File: config.mk
export PLATFORM = sky130hd
export DESIGN_NAME = bernstein_basis_eval
export DESIGN_NICKNAME = d
export VERILOG_FILES = /design/src/rtl/bbe_pkg.sv /design/src/rtl/bernstein_basis_eval.sv
export SDC_FILE = /design/constraint.sdc
export NUM_CORES = 2
export LEC_CHECK = 0
export BUFFER_PORTS_ARGS = -buffer_cell sky130_fd_sc_hd__buf_2
export CORE_ASPECT_RATIO = 1.1
export CORE_MARGIN = 2
export CORE_UTILIZATION = 60
export DETAILED_ROUTE_END_ITERATION = 10
export GPL_ROUTABILITY_DRIVEN = 0
export MAX_ROUTING_LAYER = met4
export PLACE_DENSITY = 0.76
export SYNTH_ARGS = -nofsm -noshare
export SYNTH_HDL_FRONTEND = slang
export SYNTH_SLANG_ARGS = --single-unit
File: constraint.sdc
create_clock -name clk -period 7.4 [get_ports clk]
set_input_delay 0.37 -clock clk [delete_from_list [all_inputs] [get_ports clk]]
set_output_delay 0.37 -clock clk [all_outputs]
set_load 0.02 [all_outputs]
File: src/rtl/bbe_pkg.sv
package bbe_pkg;

    localparam int MAX_DEGREE = 31;
    localparam int FRAC_BITS  = 16;
    localparam int VAL_W      = FRAC_BITS + 1;
    localparam int IDX_W      = 5;
    localparam int PROD_W     = 2 * VAL_W;
    localparam int SUM_W      = VAL_W + 1;
    localparam int S_DATA_W   = 24;
    localparam int M_DATA_W   = 24;
    localparam int DEPTH      = MAX_DEGREE + 1;

    localparam logic [VAL_W-1:0]  FIX_ONE     = VAL_W'(1) << FRAC_BITS;
    localparam logic [PROD_W-1:0] FIX_HALF    = PROD_W'(1) << (FRAC_BITS - 1);
    localparam logic [IDX_W-1:0]  DEGREE_INIT = IDX_W'(MAX_DEGREE);

    typedef enum logic [2:0]
    {
        ST_IDLE,
        ST_INIT,
        ST_PASS,
        ST_DRAIN,
        ST_OUT_RD,
        ST_OUT_LOAD
    } state_t;

endpackage

File: src/rtl/bernstein_basis_eval.sv
// Bernstein basis evaluator.
// A request on the s_ channel carries a position t in [0,1] with 16 fraction bits;
// positions above 1.0 are treated as 1.0. For the configured degree n the block
// returns n+1 results on the m_ channel, basis values B(0,n)..B(n,n) in index
// order, with m_tlast on the final one. The degree is written on the cfg_
// channel, which is always ready, and should only change while the block is idle.
// One position at a time is processed: s_tready is high only when idle.
// A setup step writes B(0,0) = 1.0, then raising the degree from 0 to n takes n passes
// of one shared pair of 17x17 multipliers, pass i sweeping entries i down to 0 and
// followed by a pipeline drain, and each result is then read from the basis memory.
// The last result can be taken at the same edge at which the next position is
// accepted: the output register lets the next position be accepted while the last
// result still waits. If the receiver stalls, the current result is held and the
// sequencer waits. Reset sets the degree to 31 and leaves the block idle.
module bernstein_basis_eval
    import bbe_pkg::*;
(
    input  logic                clk,
    input  logic                rst_n,
    input  logic                s_tvalid,
    output logic                s_tready,
    input  logic [S_DATA_W-1:0] s_tdata,   // [16:0] position, rest zero
    output logic                m_tvalid,
    input  logic                m_tready,
    output logic [M_DATA_W-1:0] m_tdata,   // [16:0] basis_value, [21:17] basis_index
    output logic                m_tlast,
    input  logic                cfg_valid,
    output logic                cfg_ready,
    input  logic [IDX_W-1:0]    cfg_data
);

    logic [VAL_W-1:0] basis_mem [DEPTH];

    state_t state_reg, state_next;
    logic [IDX_W-1:0] deg_reg, deg_next;
    logic [IDX_W-1:0] n_reg, n_next;
    logic [VAL_W-1:0] t_reg, t_next;
    logic [VAL_W-1:0] omt_reg, omt_next;
    logic [IDX_W-1:0] outer_reg, outer_next;
    logic [IDX_W-1:0] inner_reg, inner_next;
    logic [IDX_W-1:0] out_idx_reg, out_idx_next;
    logic             drain_reg, drain_next;

    logic             a_valid_reg, a_valid_next;
    logic [IDX_W-1:0] a_addr_reg, a_addr_next;
    logic             a_top_reg, a_top_next;
    logic             a_bot_reg, a_bot_next;
    logic             b_valid_reg, b_valid_next;
    logic [IDX_W-1:0] b_addr_reg, b_addr_next;

    logic [PROD_W-1:0] prod_t_reg, prod_t_next;
    logic [PROD_W-1:0] prod_o_reg, prod_o_next;
    logic [VAL_W-1:0]  upper_reg, upper_next;
    logic [VAL_W-1:0]  rd_data_reg;

    logic             m_valid_reg, m_valid_next;
    logic [VAL_W-1:0] m_value_reg, m_value_next;
    logic [IDX_W-1:0] m_index_reg, m_index_next;
    logic             m_last_reg, m_last_next;

    logic             rd_en;
    logic [IDX_W-1:0] rd_addr;
    logic             init_wr;
    logic             wr_en;
    logic [IDX_W-1:0] wr_addr;
    logic [VAL_W-1:0] wr_data;

    logic [VAL_W-1:0]  pos;
    logic [VAL_W-1:0]  t_sat;
    logic [VAL_W-1:0]  op_t;
    logic [VAL_W-1:0]  op_o;
    logic [PROD_W-1:0] rnd_t_full;
    logic [PROD_W-1:0] rnd_o_full;
    logic [SUM_W-1:0]  sum;
    logic [VAL_W-1:0]  sat_sum;

    assign cfg_ready = 1'b1;
    assign s_tready  = (state_reg == ST_IDLE);
    assign m_tvalid  = m_valid_reg;
    assign m_tdata   = {{(M_DATA_W - VAL_W - IDX_W){1'b0}}, m_index_reg, m_value_reg};
    assign m_tlast   = m_last_reg;

    assign pos   = s_tdata[VAL_W-1:0];
    assign t_sat = (pos > FIX_ONE) ? FIX_ONE : pos;

    // The bottom entry has no lower neighbour and the new top entry no old value.
    assign op_t = a_bot_reg ? '0 : rd_data_reg;
    assign op_o = a_top_reg ? '0 : upper_reg;

    assign rnd_t_full = prod_t_reg + FIX_HALF;
    assign rnd_o_full = prod_o_reg + FIX_HALF;
    assign sum        = {1'b0, rnd_t_full[FRAC_BITS +: VAL_W]}
                      + {1'b0, rnd_o_full[FRAC_BITS +: VAL_W]};
    assign sat_sum    = (sum > {1'b0, FIX_ONE}) ? FIX_ONE : sum[VAL_W-1:0];

    assign wr_en   = init_wr || b_valid_reg;
    assign wr_addr = init_wr ? '0 : b_addr_reg;
    assign wr_data = init_wr ? FIX_ONE : sat_sum;

    always_ff @(posedge clk)
    begin
        if (wr_en)
        begin
            basis_mem[wr_addr] <= wr_data;
        end
        if (rd_en)
        begin
            rd_data_reg <= basis_mem[rd_addr];
        end
    end

    always_comb
    begin
        state_next   = state_reg;
        deg_next     = deg_reg;
        n_next       = n_reg;
        t_next       = t_reg;
        omt_next     = omt_reg;
        outer_next   = outer_reg;
        inner_next   = inner_reg;
        out_idx_next = out_idx_reg;
        drain_next   = drain_reg;
        rd_en        = 1'b0;
        rd_addr      = '0;
        init_wr      = 1'b0;

        a_valid_next = 1'b0;
        a_addr_next  = a_addr_reg;
        a_top_next   = a_top_reg;
        a_bot_next   = a_bot_reg;
        b_valid_next = a_valid_reg;
        b_addr_next  = a_addr_reg;
        prod_t_next  = prod_t_reg;
        prod_o_next  = prod_o_reg;
        upper_next   = upper_reg;

        m_valid_next = m_valid_reg && !m_tready;
        m_value_next = m_value_reg;
        m_index_next = m_index_reg;
        m_last_next  = m_last_reg;

        if (cfg_valid)
        begin
            deg_next = cfg_data;
        end

        if (a_valid_reg)
        begin
            prod_t_next = PROD_W'(t_reg) * PROD_W'(op_t);
            prod_o_next = PROD_W'(omt_reg) * PROD_W'(op_o);
            upper_next  = rd_data_reg;
        end

        case (state_reg)
            ST_IDLE:
            begin
                if (s_tvalid)
                begin
                    t_next     = t_sat;
                    omt_next   = FIX_ONE - t_sat;
                    n_next     = deg_reg;
                    state_next = ST_INIT;
                end
            end
            ST_INIT:
            begin
                init_wr = 1'b1;
                if (n_reg == '0)
                begin
                    out_idx_next = '0;
                    state_next   = ST_OUT_RD;
                end
                else
                begin
                    outer_next = IDX_W'(1);
                    inner_next = IDX_W'(1);
                    state_next = ST_PASS;
                end
            end
            ST_PASS:
            begin
                rd_en        = (inner_reg != '0);
                rd_addr      = inner_reg - IDX_W'(1);
                a_valid_next = 1'b1;
                a_addr_next  = inner_reg;
                a_top_next   = (inner_reg == outer_reg);
                a_bot_next   = (inner_reg == '0);
                if (inner_reg == '0)
                begin
                    drain_next = 1'b0;
                    state_next = ST_DRAIN;
                end
                else
                begin
                    inner_next = inner_reg - IDX_W'(1);
                end
            end
            ST_DRAIN:
            begin
                if (!drain_reg)
                begin
                    drain_next = 1'b1;
                end
                else if (outer_reg == n_reg)
                begin
                    out_idx_next = '0;
                    state_next   = ST_OUT_RD;
                end
                else
                begin
                    outer_next = outer_reg + IDX_W'(1);
                    inner_next = outer_reg + IDX_W'(1);
                    state_next = ST_PASS;
                end
            end
            ST_OUT_RD:
            begin
                rd_en      = 1'b1;
                rd_addr    = out_idx_reg;
                state_next = ST_OUT_LOAD;
            end
            ST_OUT_LOAD:
            begin
                if (!m_valid_reg || m_tready)
                begin
                    m_valid_next = 1'b1;
                    m_value_next = rd_data_reg;
                    m_index_next = out_idx_reg;
                    m_last_next  = (out_idx_reg == n_reg);
                    if (out_idx_reg == n_reg)
                    begin
                        state_next = ST_IDLE;
                    end
                    else
                    begin
                        out_idx_next = out_idx_reg + IDX_W'(1);
                        state_next   = ST_OUT_RD;
                    end
                end
            end
            default:
            begin
                state_next = ST_IDLE;
            end
        endcase
    end

    always_ff @(posedge clk or negedge rst_n)
    begin
        if (!rst_n)
        begin
            state_reg   <= ST_IDLE;
            deg_reg     <= DEGREE_INIT;
            outer_reg   <= '0;
            inner_reg   <= '0;
            out_idx_reg <= '0;
            drain_reg   <= 1'b0;
            a_valid_reg <= 1'b0;
            b_valid_reg <= 1'b0;
            m_valid_reg <= 1'b0;
        end
        else
        begin
            state_reg   <= state_next;
            deg_reg     <= deg_next;
            outer_reg   <= outer_next;
            inner_reg   <= inner_next;
            out_idx_reg <= out_idx_next;
            drain_reg   <= drain_next;
            a_valid_reg <= a_valid_next;
            b_valid_reg <= b_valid_next;
            m_valid_reg <= m_valid_next;
        end
    end

    always_ff @(posedge clk)
    begin
        n_reg       <= n_next;
        t_reg       <= t_next;
        omt_reg     <= omt_next;
        a_addr_reg  <= a_addr_next;
        a_top_reg   <= a_top_next;
        a_bot_reg   <= a_bot_next;
        b_addr_reg  <= b_addr_next;
        prod_t_reg  <= prod_t_next;
        prod_o_reg  <= prod_o_next;
        upper_reg   <= upper_next;
        m_value_reg <= m_value_next;
        m_index_reg <= m_index_next;
        m_last_reg  <= m_last_next;
    end

`ifndef NO_ASSERTIONS
    // The multiply pipeline must be empty whenever a new position can be taken.
    assert property (@(posedge clk) disable iff (!rst_n)
        (state_reg == ST_IDLE) |-> !(a_valid_reg || b_valid_reg))
        else $error("multiply pipeline busy while idle");

    // A recurrence write never lands above the entry of the current pass.
    assert property (@(posedge clk) disable iff (!rst_n)
        b_valid_reg |-> (b_addr_reg <= outer_reg))
        else $error("basis write beyond current degree");

    // An accepted position always starts with the setup cycle.
    assert property (@(posedge clk) disable iff (!rst_n)
        (s_tvalid && s_tready) |=> (state_reg == ST_INIT))
        else $error("accepted position did not start setup");
`endif

endmodule

* Yosys cells after proc, flatten, opt, wreduce, memory -nomap -nowiden
Memories as Yosys holds them, arrays and structs flattened. A register that Yosys moved wholly into a read port is not among the register bits.
Cells that the tools add are included.
** Storage, ports and cells
- Register bits :: 184
- Latch bits :: 0
- Bits in writable memories :: 544
- ROM bits :: 0
- Input bits :: 34
- Memories :: 1
** Cells by class
- $add $sub $neg :: 7
- Multiply operators :: 2
- Div/mod/pow operators :: 0
- Order comparisons :: 2
- Equal/unequal tests :: 18
- Shift-type cells :: 0
- Multiplexer cells :: 36
- Bitwise logic cells :: 0
- Reductions and logical operators :: 20
** Memory list
- basis_mem :: depth 32, width 17, rd ports 1, clocked after memory_dff 1, write ports 1, RTL line bernstein_basis_eval.sv:32 : logic [VAL_W-1:0] basis_mem [DEPTH];
** Operators with widths (number)
- 2-to-1 mux 17 bit :: 5
- adder 33 x 16 -> 33 bit (second input constant) :: 2
- multiplier 17 x 17 -> 33 bit :: 2
- 2-to-1 mux 5 bit :: 10
- case mux 5 bit (3 select lines) :: 2
- 2-to-1 mux 3 bit :: 7
- inequality test 2 bit (second input constant) :: 10
- case mux 5 bit (2 select lines) :: 2
- adder 17 x 17 -> 18 bit :: 1
- > comparator 18 x 17 -> 1 bit (second input constant) :: 1
- case mux 3 bit (6 select lines) :: 1
- > comparator 17 bit (second input constant) :: 1
- subtractor 17 bit (first input constant) :: 1
- == test 5 bit :: 3
- adder 5 x 1 -> 5 bit (second input constant) :: 2
- logical NOT 5 bit :: 2
- AND reduction 4 bit :: 2
- 2-to-1 mux 1 bit :: 7
- == test 3 x 2 -> 1 bit (second input constant) :: 2
- == test 3 bit (second input constant) :: 2
- AND reduction 2 bit :: 3
- AND reduction 6 bit :: 1
- nonzero test 3 bit :: 2
- AND reduction 5 bit :: 1
- other kinds (9) :: 13

* Longest topological paths before layout
- Depth after elaboration :: 5
- Mapped depth :: 24
- Mapped depth without buffers :: 22

* Worst setup path before layout
OpenSTA, ideal clock, no wires.
- Path type :: register -> register
- Start point :: reg a_top_reg
- End point :: reg prod_o_reg[31], data pin
- Arrival :: 6.220 ns
- Data required time :: 7.121 ns
- Slack :: 0.901 ns
- Stages on the path, launching flop included :: 22
- Cell sequence :: edfxtp_1 > clkbuf_1 > nor2b_1 > clkbuf_1 > nand2_1 > fa_1 > fa_1 > fa_1 > inv_1 > fa_1 > fa_1 > inv_1 > fa_1 > inv_1 > ha_1 > a211oi_1 > o21ai_0 > o2111ai_1 > a31oi_1 > a311oi_1 > o21a_1 > o311ai_0
** Between the ends
- Cells in the longest elaborated chain, start to end :: 2
** RTL lines
- start, declared :: RTL line bernstein_basis_eval.sv:46 : logic a_top_reg, a_top_next;
- start signal, assigned :: RTL line bernstein_basis_eval.sv:282 : a_top_reg <= a_top_next;
- 2-to-1 mux 17 bit :: RTL line bernstein_basis_eval.sv:88 : assign op_o = a_top_reg ? '0 : upper_reg;
- multiplier 17 x 17 -> 33 bit :: RTL line bernstein_basis_eval.sv:150 : prod_o_next = PROD_W'(omt_reg) * PROD_W'(op_o);
- end signal, assigned :: RTL line bernstein_basis_eval.sv:286 : prod_o_reg <= prod_o_next;
- end, declared :: RTL line bernstein_basis_eval.sv:52 : logic [PROD_W-1:0] prod_o_reg, prod_o_next;
Every way passes these cells.
A chain may end at the register's enable or synchronous reset.

* Worst setup path after layout
- Start point :: reg a_bot_reg
- End point :: reg prod_t_reg[32], data pin
** Between the ends
- Cells in the longest elaborated chain, start to end :: 2
** RTL lines
- start, declared :: RTL line bernstein_basis_eval.sv:47 : logic a_bot_reg, a_bot_next;
- start signal, assigned :: RTL line bernstein_basis_eval.sv:283 : a_bot_reg <= a_bot_next;
- 2-to-1 mux 17 bit :: RTL line bernstein_basis_eval.sv:87 : assign op_t = a_bot_reg ? '0 : rd_data_reg;
- multiplier 17 x 17 -> 33 bit :: RTL line bernstein_basis_eval.sv:149 : prod_t_next = PROD_W'(t_reg) * PROD_W'(op_t);
- end signal, assigned :: RTL line bernstein_basis_eval.sv:285 : prod_t_reg <= prod_t_next;
- end, declared :: RTL line bernstein_basis_eval.sv:51 : logic [PROD_W-1:0] prod_t_reg, prod_t_next;
Every way passes these cells.

==> metrics.md <==
| Metric | Value |
|---|---|
| Sequential cell area fraction in the yosys report | 45.16% |
| Number of max-slew violations in the final report | 0 |
| Worst R2R Setup Slack | 0.33 ns |
| PortBufs | 51 |
| WP data required | 7.76 ns |
| Die W | 271.1 um |
| Rel. slew slack | 19.53% |
| Worst Hold Class | in2reg |
| CTS tree | built |
| Worst Skew | 0.02786 ns |
| # rows | 107 |
| Num Clock Sinks | 714 |
| Synth Register Bits | slightly above 700 |
| Yosys Warn Count | 0 |
| P&R area growth vs syn | 9.445% |
| Endpoints failing setup | 0 |
| Status | finished clean |
| Cells after Synth | 3,678 |
| Die Ht | 297.8 um |
| Most frequent cells in the layout | 682 x edfxtp_1, 564 x inv_1, 485 x nand2_1 |
| First-pass GRT wire length | 173.4 mm |
| Share of cells above drive strength 1 | 12.74% |
| Vias in the first global route | 30,850 |
| Post-synth cell types | 92 |
| HP Start | cfg_valid |
| TNS Setup | 0 ns |
| R2R depth | 22 |
| Dpl hpwl | 75.22 mm |
| Hold endpoint | deg_reg[2] |
| Crit-path cells | nor2b_1 > buf_4 > nand2_1 > fa_1 > inv_1 > fa_1 > inv_1 > fa_1 > inv_1 > fa_1 > fa_1 > inv_1 > fa_1 > inv_1 > ha_1 > o211ai_1 > o21ai_0 > nand4_1 > a21oi_1 > nor3_1 > o21a_1 > a211o_1 |
| Critical path capture point type | register |
| Hold Violations, Final | 0 |
| WS Path Type | reg2reg |
| Fmax | 141.4 MHz |
| Clock Path Buffers | 3 |
| Clk slew on worst S/H paths | approximately 0.06 ns |
| Asr flop ratio synth | 3.782% |
| H-tree depth | 3 |
| Crit path max-delay family | adder cells |
| Startpoint Class | register |
| CTS buffer count | 72 |
| Placed Cells | around 4,700 |
| Most frequent CP cell | fa_1 |
| Critical Path Fanout Max | 17 |
| Total grt overflow | 0 |
| RR Endpoint | prod_t_reg[32] |
| Design area | between 0.05 and 0.06 sq mm |
| Unrepaired setup endpoints after global routing | no |
| Largest register FFs | 544 |
| GRT Total Usage | 29.05% |
| Root Buffer | clkbuf_16 |
| Fillers | 5,442 |
| RR Startpoint | a_bot_reg |
| Drc violations | 0 |
| DR iter-0 viols | 2,547 |
| Dpl cell area | 0.04913 sq mm |
| Synth Cell Area | 0.04708 sq mm |
| # IOs | 62 |
| Worst-Skew Late Latency | 0.63 ns |
| EDFF count, synth | 682 |
| Max-cap viol count | 0 |
| Pre-antenna DRT Iters | 5 |
| Hold Crit Depth | 2 |
| Largest net degree at the start of global routing | about 140 |
| Starting Density | 60.74% |
| Core ar. | 0.07752 sq mm |
| Die area | 0.08073 sq mm |
| Initial antenna violation count | 2 |
| NumNets Final | 4,496 |
| Worst path arrival time | 7.44 ns |
| Worst path max stage delay | a little under 0.7 ns |
| Vias per cell | 5.924 |
| Hold WS | 0.07586 ns |
| Total number of vias | 28,920 |
| Remaining antenna violation count after routing | 0 |
| Fin crit period | 7.074 ns |
| Predominant post-synthesis flop cell | edfxtp_1 |
| Synth Area per Inst | 12.80 sq um |
| Commonest non-fill, non-tap cell in the layout | edfxtp_1 |
| CP max-delay cell | edfxtp_1 |
| Fin cells | 4,881 |
| Routed WL | around 110 mm |
| Period utilization | 95.59% |
| Bufs and invs on worst path | 6 |
| WL/cell | ~22 um |
| Worst-Margin Slew | around 1.2 ns |
## worst max path at each step
stage / startpoint / slack [ns] / cells after the start / endpoint
5_1_grt: a_bot_reg / 0.07 / 20 / prod_t_reg[32]
4_1_cts: a_top_reg / 0.30 / 22 / prod_o_reg[31]
3_5_place_dp: a_top_reg / 0.30 / 22 / prod_o_reg[31]
2_1_floorplan: a_top_reg / 0.90 / 21 / prod_o_reg[31]
3_3_place_gp: a_top_reg / 0.45 / 23 / prod_o_reg[23]
6_report: a_bot_reg / 0.33 / 22 / prod_t_reg[32]
## metal layers
metal | GRT usage [%] | routed length, um
met1 | 36.67 | 41150
met2 | 48.67 | 56280
met3 | 3.788 | 8079
met4 | 10.29 | 4071
met5 | - | 0
## synthesized netlist by cell type (4+ instances only)
library cell / number / area [sq um]
inv_1: 564 / 2117
nor2_1: 93 / 349.1
or4_1: 5 / 37.54
dfstp_2: 5 / 131.4
or3_1: 5 / 31.28
a21o_1: 14 / 105.1
a32oi_1: 17 / 148.9
a31oi_1: 9 / 56.30
nand3_1: 73 / 365.4
dfxtp_1: 5 / 100.1
nand2b_1: 6 / 37.54
and3_1: 37 / 231.5
o21ai_0: 34 / 170.2
clkbuf_1: 101 / 379.1
a31o_2: 4 / 35.03
xor2_1: 46 / 402.9
nor3_1: 24 / 120.1
buf_2: 25 / 125.1
nand3b_1: 4 / 30.03
a211oi_2: 9 / 112.6
a211oi_1: 13 / 97.59
and2_2: 6 / 45.04
nor2b_1: 48 / 300.3
o2111ai_1: 5 / 43.79
nand2_1: 486 / 1824
fa_1: 443 / 8869
mux4_2: 136 / 3063
xnor2_1: 66 / 578.1
o21a_1: 11 / 82.58
dfrtp_1: 22 / 550.5
mux2i_1: 17 / 170.2
mux2_2: 11 / 123.9
buf_4: 12 / 90.09
a21oi_1: 49 / 245.2
or2_2: 5 / 31.28
o21bai_1: 4 / 30.03
o211ai_1: 11 / 82.58
and2_1: 247 / 1545
a22oi_1: 4 / 30.03
nand4_1: 11 / 68.82
edfxtp_1: 682 / 20480
ha_1: 228 / 2853
buf_6: 6 / 67.56
## logic make-up (layout without fill, tap and decap cells)
logic type      count (synthesis)  in the layout  synth area share (%)
compound gates                231            231                 3.673
xor+xnor                      112            112                 2.083
fa+ha+maj                     671            671                 24.90
buf+inv                       710            876                 5.918
flops                         714            714                 45.16
mux                           164            164                 7.130
other cells                     2              4               0.01595
simple gates                 1074           1074                 11.12
## metrics by stage
| step | util [%] | worst slack, ns |
|---|---|---|
| floorplan | - | 0.9009 |
| global placement | 63.38 | 0.4531 |
| detailed placement | 63.38 | 0.3046 |
| CTS | 66.45 | 0.2981 |
| global route | 66.47 | 0.06678 |
| finish | 66.47 | 0.3264 |
## what timing repair did
item | CTS | global route
buffers inserted | 0 | 1
gates resized for setup | 0 | 0
hold buffers | 7 | 0
setup endpoints to repair | 0 | 4
endpoints found under the hold margin | 29 | 0
## final cells by class
cell class	count	area, sq um	area share (%)
flip-flops and latches	714	21260	41.26
multi-input cells	2255	23220	45.07
clock inverters	38	395.4	0.7673
well taps	1035	1295	2.513
clock buffers	90	1909	3.705
repair buffers	184	1321	2.564
inverters	564	2117	4.108
diodes	1	2.502	0.004856
Power is not shown: default switching activity piles up to over one toggle a cycle in this logic, so the estimate is an artifact.
